$ cat src/sv/sssc_pkg.sv
// shared types, codes and constants for the seven-segment scroll scanner
// no dependencies; imported by the interfaces and every module of the block but the text buffer
package sssc_pkg;

  // default sizes, handed down to the top level parameters
  localparam int unsigned DIGITS_DEF    = 4;
  localparam int unsigned BUF_DEPTH_DEF = 64;

  // fixed field widths
  localparam int unsigned OP_W       = 2;
  localparam int unsigned IDX_W      = 6;
  localparam int unsigned PAT_W      = 8;
  localparam int unsigned ACT_W      = 2;
  localparam int unsigned DSEL_W     = 2;
  localparam int unsigned DWELL_W    = 16;
  localparam int unsigned BDIG_W     = 3;
  localparam int unsigned TLEN_W     = 7;
  localparam int unsigned CFG_IDX_W  = 3;
  localparam int unsigned CFG_DATA_W = 16;

  // register reset values
  localparam logic [DWELL_W-1:0] DWELL_RST = DWELL_W'(10);
  localparam logic [TLEN_W-1:0]  TLEN_RST  = TLEN_W'(4);

  typedef enum logic [OP_W-1:0] {
    OP_TICK  = 2'd0,
    OP_WRITE = 2'd1,
    OP_STOP  = 2'd2,
    OP_START = 2'd3
  } opcode_t;

  typedef enum logic [ACT_W-1:0] {
    ACT_NONE  = 2'd0,
    ACT_OFF   = 2'd1,
    ACT_DRIVE = 2'd2
  } action_t;

  typedef enum logic [CFG_IDX_W-1:0] {
    REG_DWELL_COUNT  = 3'd0,
    REG_BLINK_ENABLE = 3'd1,
    REG_BLINK_DIGIT  = 3'd2,
    REG_RUN_ONCE     = 3'd3,
    REG_TEXT_LENGTH  = 3'd4
  } reg_index_t;

  // configuration register contents
  typedef struct packed {
    logic [DWELL_W-1:0] dwell_count;
    logic               blink_enable;
    logic [BDIG_W-1:0]  blink_digit;
    logic               run_once;
    logic [TLEN_W-1:0]  text_length;
  } cfg_t;

  // result of one item, minus the segment pattern read from the buffer
  typedef struct packed {
    action_t           action;
    logic [DSEL_W-1:0] digit_select;
    logic              ok;
    logic              ready_res;
  } res_t;

endpackage

$ cat src/sv/sssc_if.sv
// valid/ready channel interfaces: command input, result output, register writes
// depends on sssc_pkg for field widths
interface sssc_in_if;
  import sssc_pkg::*;
  logic             valid;
  logic             ready;
  logic [OP_W-1:0]  opcode;
  logic [IDX_W-1:0] entry_index;
  logic [PAT_W-1:0] entry_pattern;
  modport source (output valid, output opcode, output entry_index, output entry_pattern,
                  input ready);
  modport sink (input valid, input opcode, input entry_index, input entry_pattern,
                output ready);
endinterface

interface sssc_out_if;
  import sssc_pkg::*;
  logic              valid;
  logic              ready;
  logic [ACT_W-1:0]  action;
  logic [DSEL_W-1:0] digit_select;
  logic [PAT_W-1:0]  segments;
  logic              ok;
  logic              ready_res;
  modport source (output valid, output action, output digit_select, output segments,
                  output ok, output ready_res, input ready);
  modport sink (input valid, input action, input digit_select, input segments,
                input ok, input ready_res, output ready);
endinterface

interface sssc_cfg_if;
  import sssc_pkg::*;
  logic                  valid;
  logic                  ready;
  logic [CFG_IDX_W-1:0]  reg_index;
  logic [CFG_DATA_W-1:0] data;
  modport source (output valid, output reg_index, output data, input ready);
  modport sink (input valid, input reg_index, input data, output ready);
endinterface

$ cat src/sv/seven_segment_scroll_scanner_top.sv
// top level of the seven-segment scroll scanner: output stage and wiring
// depends on sssc_pkg, sssc_if, sssc_cfg_regs, sssc_text_mem, sssc_scan_ctrl
//
//   channel  dir  handshake      payload
//   in_ch    in   valid/ready    opcode, entry_index, entry_pattern
//   out_ch   out  valid/ready    action, digit_select, segments, ok, ready_res
//   cfg_ch   in   valid/ready    reg_index, data (ready always high)
//
// one item per cycle while the sink keeps up; each result shows in the cycle after its
// transfer, the latency of the text buffer read port
// the output register frees in the same cycle it is taken, so input keeps
// flowing while the sink takes every result
// a stalled sink holds the result and blocks the input after one item
// reset is synchronous; the text buffer holds no reset and needs no sweep
module seven_segment_scroll_scanner_top #(
  parameter int unsigned DIGITS    = sssc_pkg::DIGITS_DEF,
  parameter int unsigned BUF_DEPTH = sssc_pkg::BUF_DEPTH_DEF
) (
  input logic          clk,
  input logic          rst_n,
  sssc_in_if.sink      in_ch,
  sssc_out_if.source   out_ch,
  sssc_cfg_if.sink     cfg_ch
);
  import sssc_pkg::*;

  localparam int unsigned ADDR_W = $clog2(BUF_DEPTH);

  cfg_t              cfg;
  res_t              res, res_r;
  logic              fire, out_valid_r;
  logic              mem_wr_en, mem_rd_en;
  logic [ADDR_W-1:0] mem_wr_addr, mem_rd_addr;
  logic [PAT_W-1:0]  mem_rd_data;

  // input handshake
  assign in_ch.ready  = !out_valid_r || out_ch.ready;
  assign fire         = in_ch.valid && in_ch.ready;
  assign cfg_ch.ready = 1'b1;

  sssc_cfg_regs #(.DIGITS(DIGITS)) u_cfg_regs (
    .clk      (clk),
    .rst_n    (rst_n),
    .wr_en    (cfg_ch.valid),
    .wr_index (cfg_ch.reg_index),
    .wr_data  (cfg_ch.data),
    .cfg      (cfg)
  );

  sssc_scan_ctrl #(
    .DIGITS    (DIGITS),
    .BUF_DEPTH (BUF_DEPTH),
    .ADDR_W    (ADDR_W)
  ) u_scan_ctrl (
    .clk         (clk),
    .rst_n       (rst_n),
    .fire        (fire),
    .opcode      (in_ch.opcode),
    .entry_index (in_ch.entry_index),
    .cfg         (cfg),
    .mem_wr_en   (mem_wr_en),
    .mem_wr_addr (mem_wr_addr),
    .mem_rd_en   (mem_rd_en),
    .mem_rd_addr (mem_rd_addr),
    .res         (res)
  );

  sssc_text_mem #(
    .DEPTH  (BUF_DEPTH),
    .DATA_W (PAT_W),
    .ADDR_W (ADDR_W)
  ) u_text_mem (
    .clk     (clk),
    .wr_en   (mem_wr_en),
    .wr_addr (mem_wr_addr),
    .wr_data (in_ch.entry_pattern),
    .rd_en   (mem_rd_en),
    .rd_addr (mem_rd_addr),
    .rd_data (mem_rd_data)
  );

  // output register, valid flag under reset
  always_ff @(posedge clk) begin
    if (!rst_n) begin
      out_valid_r <= 1'b0;
    end else if (fire) begin
      out_valid_r <= 1'b1;
    end else if (out_ch.ready) begin
      out_valid_r <= 1'b0;
    end
  end

  always_ff @(posedge clk) begin
    if (fire) res_r <= res;
  end

  // result fields; segments come from the buffer read register on drive results, else zero
  assign out_ch.valid        = out_valid_r;
  assign out_ch.action       = res_r.action;
  assign out_ch.digit_select = res_r.digit_select;
  assign out_ch.segments     = (res_r.action == ACT_DRIVE) ? mem_rd_data : '0;
  assign out_ch.ok           = res_r.ok;
  assign out_ch.ready_res    = res_r.ready_res;

endmodule

$ cat src/sv/sssc_cfg_regs.sv
// configuration register file with write-time clamp of the blink digit
// depends on sssc_pkg (cfg_t, reg_index_t)
module sssc_cfg_regs #(
  parameter int unsigned DIGITS = sssc_pkg::DIGITS_DEF
) (
  input  logic                            clk,
  input  logic                            rst_n,
  input  logic                            wr_en,
  input  logic [sssc_pkg::CFG_IDX_W-1:0]  wr_index,
  input  logic [sssc_pkg::CFG_DATA_W-1:0] wr_data,
  output sssc_pkg::cfg_t                  cfg
);
  import sssc_pkg::*;

  cfg_t              cfg_r, cfg_nxt;
  logic [BDIG_W:0]   bdig_ext;

  // blink digit above the digit count is held at the digit count
  assign bdig_ext = {1'b0, wr_data[BDIG_W-1:0]};

  // register decode
  always_comb begin
    cfg_nxt = cfg_r;
    if (wr_en) begin
      unique case (reg_index_t'(wr_index))
        REG_DWELL_COUNT:  cfg_nxt.dwell_count  = wr_data[DWELL_W-1:0];
        REG_BLINK_ENABLE: cfg_nxt.blink_enable = wr_data[0];
        REG_BLINK_DIGIT: begin
          if (bdig_ext > (BDIG_W+1)'(DIGITS)) cfg_nxt.blink_digit = BDIG_W'(DIGITS);
          else cfg_nxt.blink_digit = wr_data[BDIG_W-1:0];
        end
        REG_RUN_ONCE:     cfg_nxt.run_once     = wr_data[0];
        REG_TEXT_LENGTH:  cfg_nxt.text_length  = wr_data[TLEN_W-1:0];
        default: ;
      endcase
    end
  end

  always_ff @(posedge clk) begin
    if (!rst_n) begin
      cfg_r.dwell_count  <= DWELL_RST;
      cfg_r.blink_enable <= 1'b0;
      cfg_r.blink_digit  <= '0;
      cfg_r.run_once     <= 1'b0;
      cfg_r.text_length  <= TLEN_RST;
    end else begin
      cfg_r <= cfg_nxt;
    end
  end

  assign cfg = cfg_r;

endmodule

$ cat src/sv/sssc_text_mem.sv
// text buffer: one write port, one read port with registered read data
// no package dependency
module sssc_text_mem #(
  parameter int unsigned DEPTH  = 64,
  parameter int unsigned DATA_W = 8,
  parameter int unsigned ADDR_W = $clog2(DEPTH)
) (
  input  logic              clk,
  input  logic              wr_en,
  input  logic [ADDR_W-1:0] wr_addr,
  input  logic [DATA_W-1:0] wr_data,
  input  logic              rd_en,
  input  logic [ADDR_W-1:0] rd_addr,
  output logic [DATA_W-1:0] rd_data
);

  logic [DATA_W-1:0] mem [DEPTH];
  logic [DATA_W-1:0] rd_data_r;

  // write port
  always_ff @(posedge clk) begin
    if (wr_en) mem[wr_addr] <= wr_data;
  end

  // read port, data held until the next read
  always_ff @(posedge clk) begin
    if (rd_en) rd_data_r <= mem[rd_addr];
  end

  assign rd_data = rd_data_r;

endmodule

$ cat src/sv/sssc_scan_ctrl.sv
// scan sequencer: digit counter, window position, dwell, edit/blank flags
// depends on sssc_pkg; drives the text buffer ports and the per-item result
module sssc_scan_ctrl #(
  parameter int unsigned DIGITS    = sssc_pkg::DIGITS_DEF,
  parameter int unsigned BUF_DEPTH = sssc_pkg::BUF_DEPTH_DEF,
  parameter int unsigned ADDR_W    = $clog2(BUF_DEPTH)
) (
  input  logic                        clk,
  input  logic                        rst_n,
  input  logic                        fire,
  input  logic [sssc_pkg::OP_W-1:0]   opcode,
  input  logic [sssc_pkg::IDX_W-1:0]  entry_index,
  input  sssc_pkg::cfg_t              cfg,
  output logic                        mem_wr_en,
  output logic [ADDR_W-1:0]           mem_wr_addr,
  output logic                        mem_rd_en,
  output logic [ADDR_W-1:0]           mem_rd_addr,
  output sssc_pkg::res_t              res
);
  import sssc_pkg::*;

  localparam int unsigned DC_RAW = $clog2(DIGITS + 1);
  localparam int unsigned DC_W   = (DC_RAW > DSEL_W) ? DC_RAW : DSEL_W;
  localparam int unsigned PS_RAW = $clog2(BUF_DEPTH + DIGITS + 1);
  localparam int unsigned POS_W  = (PS_RAW > TLEN_W) ? PS_RAW : TLEN_W;
  localparam int unsigned BCMP_W = (DC_W > BDIG_W) ? DC_W + 1 : BDIG_W + 1;

  logic [DC_W-1:0]    dc_r, dc_nxt;
  logic [POS_W-1:0]   pos_r, pos_nxt;
  logic [DWELL_W-1:0] dwell_r, dwell_nxt;
  logic               editing_r, editing_nxt;
  logic               first_pass_r, first_pass_nxt;
  logic               blank_r, blank_nxt;

  logic [POS_W-1:0]   len_raw, eff_len, rewound, idx_ext, rd_pos;
  logic [BCMP_W-1:0]  bd;
  logic               blink_hit, show, rd_req;

  // effective text length, clamped to the display and the buffer
  always_comb begin
    len_raw = POS_W'(cfg.text_length);
    if (len_raw < POS_W'(DIGITS)) eff_len = POS_W'(DIGITS);
    else if (len_raw > POS_W'(BUF_DEPTH)) eff_len = POS_W'(BUF_DEPTH);
    else eff_len = len_raw;
  end

  // window rewind saturating at zero
  assign rewound = (pos_r >= POS_W'(DIGITS)) ? pos_r - POS_W'(DIGITS) : '0;

  // blink selection, single-digit blink dropped for scrolling text
  always_comb begin
    bd = (eff_len > POS_W'(DIGITS)) ? '0 : BCMP_W'(cfg.blink_digit);
    blink_hit = cfg.blink_enable &&
                ((bd == '0) || (BCMP_W'(dc_r) == bd - BCMP_W'(1)));
    show = !blink_hit || (dwell_r >= (cfg.dwell_count >> 1));
  end

  // position stays below twice the depth, so one subtract wraps it
  assign rd_pos = (pos_r >= POS_W'(BUF_DEPTH)) ? pos_r - POS_W'(BUF_DEPTH) : pos_r;
  assign idx_ext = POS_W'(entry_index);

  // per-item next state and result
  always_comb begin
    dc_nxt         = dc_r;
    pos_nxt        = pos_r;
    dwell_nxt      = dwell_r;
    editing_nxt    = editing_r;
    first_pass_nxt = first_pass_r;
    blank_nxt      = blank_r;
    res.action       = ACT_NONE;
    res.digit_select = '0;
    res.ok           = 1'b0;
    rd_req           = 1'b0;
    mem_wr_en        = 1'b0;
    case (opcode_t'(opcode))
      OP_TICK: begin
        if (!editing_r) begin
          if (blank_r) begin
            res.action = ACT_OFF;
          end else if (dc_r >= DC_W'(DIGITS)) begin
            // blanking tick after the last digit
            res.action = ACT_OFF;
            dc_nxt     = '0;
            if (dwell_r != '0) begin
              dwell_nxt = dwell_r - DWELL_W'(1);
              pos_nxt   = rewound;
            end else if (pos_r < eff_len) begin
              pos_nxt   = rewound + POS_W'(1);
              dwell_nxt = cfg.dwell_count;
            end else begin
              first_pass_nxt = 1'b0;
              pos_nxt        = '0;
              if (cfg.run_once) blank_nxt = 1'b1;
              else dwell_nxt = cfg.dwell_count;
            end
          end else begin
            if (show) begin
              res.action       = ACT_DRIVE;
              res.digit_select = dc_r[DSEL_W-1:0];
              rd_req           = 1'b1;
            end else begin
              res.action = ACT_OFF;
            end
            dc_nxt  = dc_r + DC_W'(1);
            pos_nxt = pos_r + POS_W'(1);
          end
        end
      end
      OP_WRITE: begin
        if (editing_r && (idx_ext < POS_W'(BUF_DEPTH))) begin
          mem_wr_en = fire;
          res.ok    = 1'b1;
        end
      end
      OP_STOP: begin
        if (!first_pass_r) begin
          editing_nxt    = 1'b1;
          first_pass_nxt = 1'b1;
          dc_nxt         = '0;
          pos_nxt        = '0;
          res.ok         = 1'b1;
        end
      end
      OP_START: begin
        if (editing_r) begin
          editing_nxt = 1'b0;
          blank_nxt   = 1'b0;
          dwell_nxt   = cfg.dwell_count;
          res.ok      = 1'b1;
        end
      end
      default: ;
    endcase
    res.ready_res = !first_pass_nxt;
  end

  // buffer access; writes happen only while editing and reads only while
  // running, with a start transfer between, so the ports never collide
  assign mem_wr_addr = idx_ext[ADDR_W-1:0];
  assign mem_rd_en   = fire && rd_req;
  assign mem_rd_addr = rd_pos[ADDR_W-1:0];

  always_ff @(posedge clk) begin
    if (!rst_n) begin
      dc_r         <= '0;
      pos_r        <= '0;
      dwell_r      <= '0;
      editing_r    <= 1'b0;
      first_pass_r <= 1'b0;
      blank_r      <= 1'b1;
    end else if (fire) begin
      dc_r         <= dc_nxt;
      pos_r        <= pos_nxt;
      dwell_r      <= dwell_nxt;
      editing_r    <= editing_nxt;
      first_pass_r <= first_pass_nxt;
      blank_r      <= blank_nxt;
    end
  end

endmodule

$ cat src/flat_wrapper.sv
// flat-port wrapper written by rule: the top's interface ports become plain ports
module seven_segment_scroll_scanner_top_flat import sssc_pkg::*;
#(
  parameter int unsigned DIGITS    = sssc_pkg::DIGITS_DEF,
  parameter int unsigned BUF_DEPTH = sssc_pkg::BUF_DEPTH_DEF
)
  (clk, rst_n, in_ch_valid, in_ch_opcode, in_ch_entry_index, in_ch_entry_pattern, in_ch_ready, out_ch_valid, out_ch_action, out_ch_digit_select, out_ch_segments, out_ch_ok, out_ch_ready_res, out_ch_ready, cfg_ch_valid, cfg_ch_reg_index, cfg_ch_data, cfg_ch_ready);
  sssc_in_if in_ch_i ();
  sssc_out_if out_ch_i ();
  sssc_cfg_if cfg_ch_i ();
  input logic clk;
  input logic rst_n;
  input wire logic [$bits(in_ch_i.valid)-1:0] in_ch_valid;
  input wire logic [$bits(in_ch_i.opcode)-1:0] in_ch_opcode;
  input wire logic [$bits(in_ch_i.entry_index)-1:0] in_ch_entry_index;
  input wire logic [$bits(in_ch_i.entry_pattern)-1:0] in_ch_entry_pattern;
  output wire logic [$bits(in_ch_i.ready)-1:0] in_ch_ready;
  output wire logic [$bits(out_ch_i.valid)-1:0] out_ch_valid;
  output wire logic [$bits(out_ch_i.action)-1:0] out_ch_action;
  output wire logic [$bits(out_ch_i.digit_select)-1:0] out_ch_digit_select;
  output wire logic [$bits(out_ch_i.segments)-1:0] out_ch_segments;
  output wire logic [$bits(out_ch_i.ok)-1:0] out_ch_ok;
  output wire logic [$bits(out_ch_i.ready_res)-1:0] out_ch_ready_res;
  input wire logic [$bits(out_ch_i.ready)-1:0] out_ch_ready;
  input wire logic [$bits(cfg_ch_i.valid)-1:0] cfg_ch_valid;
  input wire logic [$bits(cfg_ch_i.reg_index)-1:0] cfg_ch_reg_index;
  input wire logic [$bits(cfg_ch_i.data)-1:0] cfg_ch_data;
  output wire logic [$bits(cfg_ch_i.ready)-1:0] cfg_ch_ready;
  assign in_ch_i.valid = in_ch_valid;
  assign in_ch_i.opcode = in_ch_opcode;
  assign in_ch_i.entry_index = in_ch_entry_index;
  assign in_ch_i.entry_pattern = in_ch_entry_pattern;
  assign in_ch_ready = in_ch_i.ready;
  assign out_ch_valid = out_ch_i.valid;
  assign out_ch_action = out_ch_i.action;
  assign out_ch_digit_select = out_ch_i.digit_select;
  assign out_ch_segments = out_ch_i.segments;
  assign out_ch_ok = out_ch_i.ok;
  assign out_ch_ready_res = out_ch_i.ready_res;
  assign out_ch_i.ready = out_ch_ready;
  assign cfg_ch_i.valid = cfg_ch_valid;
  assign cfg_ch_i.reg_index = cfg_ch_reg_index;
  assign cfg_ch_i.data = cfg_ch_data;
  assign cfg_ch_ready = cfg_ch_i.ready;
  seven_segment_scroll_scanner_top #(.DIGITS(DIGITS), .BUF_DEPTH(BUF_DEPTH)) u_core (.clk(clk), .rst_n(rst_n), .in_ch(in_ch_i), .out_ch(out_ch_i), .cfg_ch(cfg_ch_i));
endmodule
$ cat config.mk
export PLATFORM = sky130hd
export DESIGN_NAME = seven_segment_scroll_scanner_top_flat
export DESIGN_NICKNAME = d
export VERILOG_FILES = /design/src/sv/sssc_pkg.sv /design/src/sv/sssc_if.sv /design/src/sv/seven_segment_scroll_scanner_top.sv /design/src/sv/sssc_cfg_regs.sv /design/src/sv/sssc_text_mem.sv /design/src/sv/sssc_scan_ctrl.sv /design/src/flat_wrapper.sv
export SDC_FILE = /design/constraint.sdc
export NUM_CORES = 1
export LEC_CHECK = 0
export BUFFER_PORTS_ARGS = -buffer_cell sky130_fd_sc_hd__buf_4
export CORE_MARGIN = 4
export CORE_UTILIZATION = 25
export DETAILED_ROUTE_END_ITERATION = 12
export PLACE_DENSITY = 0.48
export REMOVE_ABC_BUFFERS = 1
export SKIP_CTS_REPAIR_TIMING = 1
export SYNTH_ARGS = -nofsm -noshare
export SYNTH_HDL_FRONTEND = slang
export SYNTH_SLANG_ARGS = --single-unit
$ cat constraint.sdc
create_clock -name clk -period 4.2 [get_ports clk]
set_clock_uncertainty 0.2 [all_clocks]
set_input_delay 0.21 -clock clk [delete_from_list [all_inputs] [get_ports clk]]
set_output_delay 0.21 -clock clk [all_outputs]
set_load 0.02 [all_outputs]
==> results of run 1 <==
==> worst max-delay path: cells and delay by family (launching register included) <==
family	cells	cell delay, ns
muxes	1	0.58
AOI/OAI and AO/OA	3	1.21
DFF	1	0.71
buffers and inverters	1	0.50
==> cell families (layout without fill, tap and decap cells) <==
| kind of cell | Yosys count | in the layout | share of synthesized area |
|---|---|---|---|
| buf+inv | 102 | 316 | 0.01972 |
| other cells | 1 | 1 | 0.0001548 |
| xor+xnor | 11 | 11 | 0.003976 |
| compound gates | 219 | 219 | 0.06093 |
| simple gates | 329 | 329 | 0.06630 |
| fa+ha+maj | 36 | 36 | 0.01859 |
| flops | 584 | 584 | 0.6997 |
| mux | 156 | 156 | 0.1306 |
==> layout make-up <==
type | instances | area [sq um] | area share
Multi-Input combinational cell | 752 | 6803 | 0.2349
Clock buffer | 70 | 1579 | 0.05453
Clock inverter | 44 | 476.7 | 0.01646
Timing Repair Buffer | 170 | 1429 | 0.04934
Tap cell | 1265 | 1583 | 0.05466
Sequential cell | 584 | 16970 | 0.5859
Inverter | 32 | 120.1 | 0.004148
==> state kept, by name (all words and copies together) (netlist names), 2 cells and up <==
register and cells:
u_core.u_cfg_regs.cfg 28, u_core.out_ch.action 2, u_core.out_ch.digit_select 2, u_core.u_text_mem.mem 512, u_core.u_scan_ctrl.pos_r 7, u_core.u_scan_ctrl.dc_r 3
u_core.u_text_mem.rd_data 8, u_core.u_scan_ctrl.dwell_r 16
==> where the power goes <==
| part | internal, W | switching, W |
|---|---|---|
| sequential | 0.00634 | 0.0000357 |
| combinational | 0.000265 | 0.000447 |
| clock | 0.00319 | 0.00233 |
| total | 0.00980 | 0.00281 |
==> cell usage in the layout (no fill, tap or decap), types with 6 or more instances in the layout <==
| cell | count |
|---|---|
| nand3b_1 | 6 |
| clkinvlp_4 | 6 |
| nor4_1 | 13 |
| nor2b_1 | 6 |
| dfxtp_1 | 55 |
| nand2b_1 | 10 |
| o21ai_0 | 30 |
| nor3b_1 | 8 |
| bufinv_16 | 8 |
| a21o_1 | 6 |
| dlygate4sd3_1 | 47 |
| nor2_1 | 126 |
| o22ai_1 | 11 |
| a21oi_1 | 66 |
| buf_4 | 119 |
| o21ai_1 | 6 |
| a211oi_1 | 16 |
| a22o_1 | 15 |
| nand2_1 | 73 |
| o211ai_1 | 8 |
| clkbuf_1 | 6 |
| mux4_2 | 128 |
| o221ai_1 | 9 |
| nor3_1 | 14 |
| a221oi_1 | 17 |
| and2_1 | 19 |
| clkinv_2 | 12 |
| edfxtp_1 | 526 |
| clkbuf_16 | 60 |
| mux2i_1 | 27 |
| ha_1 | 36 |
| xnor2_1 | 7 |
| clkinv_1 | 16 |
| nand3_1 | 16 |
| nand4_1 | 6 |
| inv_1 | 29 |
==> per-layer routing <==
layer / up-vias / part of all wire / GRT usage
met5: - / 0 / 0
met4: 0 / 0.017 / 0.02538
met3: 87 / 0.057 / 0.02866
met2: 380 / 0.46 / 0.1913
met1: 7169 / 0.46 / 0.1750
li1: 6078 / - / -
==> through the flow <==
stage	area (sq um)	TNS, ns	setup slack [ns]
after detailed placement	26430	0	0.7204
after global routing	28960	0	0.4682
final	28960	0	0.6296
after global placement	26430	0	0.3626
after CTS	28490	0	0.6979
after floorplan	23870	-69.69	-4.003
==> how the worst min path moves through the flow <==
stage                                                        end  slack [ns]  depth (start not counted)
final                                 u_core.out_ch.ok$_DFFE_PP_        0.01                          4
after global routing      u_core.u_text_mem.mem[19][1]$_DFFE_PP_        0.01                          3
after CTS                 u_core.u_cfg_regs.cfg[24]$_SDFFE_PN0P_       -0.40                          3
after detailed placement  u_core.u_cfg_regs.cfg[25]$_SDFFE_PN0P_        0.26                          2
after global placement    u_core.u_cfg_regs.cfg[25]$_SDFFE_PN0P_        0.25                          2
after floorplan            u_core.u_cfg_regs.cfg[2]$_SDFFE_PN1P_        0.07                          1
==> qor.yml, run 1 <==
yosysSeqAreaShare: 0.6997
grt_start_max_net_pins: 74
synthFlopType: "edfxtp_1"
ys_async_sr_fraction: 0
worstPathArrival_ns: 3.71
yosysUniqueCellTypes: 72
placed_cells: 2756
grt_use_total: 0.1226
vias_per_cell: 4.701
routed_wl_mm: 64.53
cts_buffer_depth: 3
std_cell_rows: 113
p_leak_nw: 9.109
reg2reg_to: "u_core.u_text_mem.rd_data[6]$_DFFE_PP_"
synth_common_cells: "edfxtp_1 (526), mux4_2 (128), nor2_1 (126), nand2_1 (73), a21oi_1 (66)"
dp.final_hpwl_mm: 40.00
io_buffers: 55
cts_sinks: 584
insertion_delay_ns: 0.67
fp.dieW_microns: 319.3
report.power.total_w: 0.01261
max_slew_margin: 0.3097
ir_drop_mv: 0.3428
synth_edf_count: 526
hold_viol: 0
worstPathRequired_ns: 4.34
synthToLayoutAreaGrowth_pct: 19.50
drv_cap: 0
status: "complete, no violations"
synth_most_common_cell: "edfxtp_1"
grt_pass1_wl_mm: 94.12
cts.htree.levels: 2
routedWlPerCell_microns: 22.12
hold_ws_ns: 0.01283
numCtsBuffers: 60
finalSetupViolations: 0
drive_above_1_share: 0.2215
drt_iter0_drc: 1016
clk_root_buffer_cell: "clkbuf_16"
fp.coreArea_sq_um: 95580
antenna_found_initial: 0
yosysTopAreaCell: "edfxtp_1"
period_needed_ns: 3.570
rsz0062_at_grt: "false"
pin_count: 57
synth-seq-cells: 584
vias: 13710
synth.avg_cell_area_sq_um: 16.85
r2r_setup_slack_ns: 0.63
max_clock_freq_ghz: 0.2801
cp-startpoint: "u_core.u_scan_ctrl.pos_r[0]$_SDFFE_PN0P_"
grt_pass1_vias: 13580
finalCritPeriodShare: 0.8501
reg2regPathDepth: 5
ys_warn_count: 0
yosys.area.top_type_share: 0.6518
nFillCells: 9462
n_antenna_cell: 0
post-route-util: 0.3030
powerDensity_nw_per_um2: 435.6
worstMarginPinSlew_ns: 1.034
drt_first_pass_iters: 4
cp_max_fo: 32
critPathKind: "reg2reg"
fin_nets: 1676
fp.dieArea_sq_um: 102000
path_cells: "buf_4 -> mux4_2 -> a22o_1 -> a221oi_1 -> o221ai_1"
tritoncts: "built"
endpoint: "u_core.u_text_mem.rd_data[6]$_DFFE_PP_"
die_y_microns: 319.3
netlist_area_sq_um: 24230
drc: 0
synthCells: 1438
slew_violations: 0
hold_path_startpoint: "in_ch_opcode[0]"
grt-ovfl-total: 0
cp-end-kind: "flop"
max_stage_delay_ns: 0.71
synth.area.top_cells: "edfxtp_1 (65%), mux4_2 (12%), dfxtp_1 (4.8%)"
gp_congestion: 0.7977
critPathLaunchType: "flop"
cp_slowest_cell: "dfxtp_4"
clk_pin_slew_ns: 0.06
start_util: 0.2535
drtAntennaViolNets: 0
hold_class: "in2reg"
worstReg2RegStart: "u_core.u_scan_ctrl.pos_r[0]$_SDFFE_PN0P_"
layout.cells.non_filler: 2917
Power figures use the tool's default switching activity.
==> inputs of run 2 (changes only) <==
==> constraint.sdc (replaced) <==
create_clock -name clk -period 4.2 [get_ports clk]
set_clock_uncertainty 0.2 [all_clocks]
set_input_delay 0.84 -clock clk [delete_from_list [all_inputs] [get_ports clk]]
set_output_delay 0.84 -clock clk [all_outputs]
set_load 0.02 [all_outputs]
==> run 2 against run 1 <==
Via count is 1.1% lower. Non-clock buffer count fell by 28. Sequential cell count unchanged. Power up 1.9%. Final cell count fell by 1.1%. Die area is the same. Routed wire length decreased by 1.9%. First-iteration DRC count grew 15%. Worst hold slack gained 0.24 ns. Clock power is 4.7% higher. Critical path depth is 6 higher.
==> qor.yml, run 2 (synthesis results as in run 1) <==
ir_drop_mv: 0.3402
routed_wl_mm: 63.28
routedWlPerCell_microns: 21.93
fin_nets: 1647
hold_depth: 3
fp.dieArea_sq_um: 102000
cts.htree.levels: 2
path_cells: "ha_1 -> a21oi_1 -> and2_1 -> nor2_1 -> ha_1 -> nor3b_1 -> nor3b_1 -> a21oi_1 -> a31oi_1 -> xor2_1 -> o32ai_1"
vias: 13560
hold_viol: 0
fp.coreArea_sq_um: 95580
synthToLayoutAreaGrowth_pct: 18.68
power_switching_w: 0.002765
status: "complete, no violations"
finalSetupViolations: 0
finalCritPeriodShare: 0.8051
antenna_found_initial: 4
worstPathArrival_ns: 3.72
clk_pin_slew_ns: 0.07
grt_pass1_wl_mm: 93.12
die_y_microns: 319.3
drive_above_1_share: 0.2347
max_clock_freq_ghz: 0.2958
grt_start_max_net_pins: 65
post-route-util: 0.3009
grt-ovfl-total: 0
swShare: 0.2151
p_leak_nw: 9.111
path_delay_family: "simple AND/OR/NAND/NOR gates"
vias_per_cell: 4.699
drt_first_pass_iters: 5
cts_sinks: 584
critPathKind: "reg2reg"
max_stage_delay_ns: 0.94
cp-end-kind: "flop"
fp.dieW_microns: 319.3
io_buffers: 55
dp.final_hpwl_mm: 40.07
start_util: 0.2535
layout_commonest_cell: "edfxtp_1"
numCtsBuffers: 59
max_slew_margin: 0.3185
regMostFlops: "u_core.u_text_mem.mem"
rsz0062_at_grt: "false"
std_cell_rows: 113
setup_slack_ns: 0.8188
mostFrequentLayoutCells: "edfxtp_1 (526), buf_4 (135), mux4_2 (128)"
power.internal_w: 0.01009
dp_slack_ns: 0.4898
drtAntennaViolNets: 0
hold_class: "in2reg"
cts_buffer_depth: 3
gp_congestion: 0.8098
grt_use_total: 0.1207
period_needed_ns: 3.381
clk_root_buffer_cell: "clkbuf_16"
reg2regPathDepth: 11
drv_cap: 0
crit_buf_inv: 0
path_depth: 11
worstMarginPinSlew_ns: 1.017
worstPathRequired_ns: 4.54
drc: 0
powerDensity_nw_per_um2: 447.1
grt_pass1_vias: 13760
tritoncts: "built"
largest_register_ff_count: 512
pin_count: 57
insertion_delay_ns: 0.63
p_comb_frac: 0.054
slew_violations: 0
pwr-share-clk: 0.450
critPathLaunchType: "flop"
p_seq_frac: 0.496
drt_iter0_drc: 1167
cp_max_fo: 56
cp_slowest_cell: "dfxtp_4"
-- run 2: cell types whose count changed in the layout (fill, tap and decap cells not counted), moves of 2 or more --
cell / previous run / this run
dlygate4sd3_1: 47 / 0
diode_2: 0 / 2
clkbuf_8: 4 / 0
buf_12: 3 / 6
clkinv_2: 12 / 10
buf_4: 119 / 135
bufinv_16: 8 / 15
clkinvlp_4: 6 / 1
-- run 2: final timing paths --
kind,startpoint,end,slack [ns]
hold / removal,cfg_ch_data[13],u_core.u_cfg_regs.cfg[25]$_SDFFE_PN0P_,0.26
setup reg to reg,u_core.u_scan_ctrl.pos_r[2]$_SDFFE_PN0P_,u_core.u_scan_ctrl.pos_r[6]$_SDFFE_PN0P_,0.82
hold reg to reg,u_core.u_cfg_regs.cfg[23]$_SDFFE_PN0P_,u_core.u_cfg_regs.cfg[23]$_SDFFE_PN0P_,0.26
setup / recovery,u_core.u_scan_ctrl.pos_r[2]$_SDFFE_PN0P_,u_core.u_scan_ctrl.pos_r[6]$_SDFFE_PN0P_,0.82
-- run 2: power groups by stage --
stage | clock network (W) | logic, W | registers, W
2_1_floorplan | 0 | 0.000382 | 0.00652
3_3_place_gp | 0 | 0.000689 | 0.00650
3_5_place_dp | 0 | 0.000702 | 0.00650
4_1_cts | 0.00593 | 0.000704 | 0.00637
5_1_grt | 0.00620 | 0.000763 | 0.00638
6_report | 0.00578 | 0.000700 | 0.00638
-- run 2: layout make-up --
class                           instances  area [sq um]
Multi-Input combinational cell        752          6803
Inverter                               32         120.1
Antenna cell                            2         5.005
Sequential cell                       584         16970
Clock buffer                           65          1499
Clock inverter                         44         641.9
Fill cell                            9491         66820
Tap cell                             1265          1583
Timing Repair Buffer                  142          1139
-- run 2: through the flow --
| step | cells | area, sq um | TNS [ns] | hold slack [ns] | total power (W) |
|---|---|---|---|---|---|
| after floorplan | 1368 | 23870 | -69.69 | 0.2363 | 0.006898 |
| after global placement | 2774 | 26610 | 0 | 0.2517 | 0.007189 |
| after CTS | 2883 | 28750 | 0 | 0.2225 | 0.01301 |
| after global routing | 2884 | 28750 | 0 | 0.2524 | 0.01334 |
| after detailed placement | 2774 | 26610 | 0 | 0.2542 | 0.007203 |
| final | 2886 | 28760 | 0 | 0.2563 | 0.01286 |
-- run 2: worst min-delay path, stage by stage --
cell	delay (ns)
buf_4	0.11
nand2_1	0.05
a21oi_1	0.05
-- run 2: layer usage --
layer,global-route usage,share of wire
met5,0,0.00011
met4,0.02988,0.017
met3,0.02397,0.062
met2,0.1895,0.46
met1,0.1721,0.46
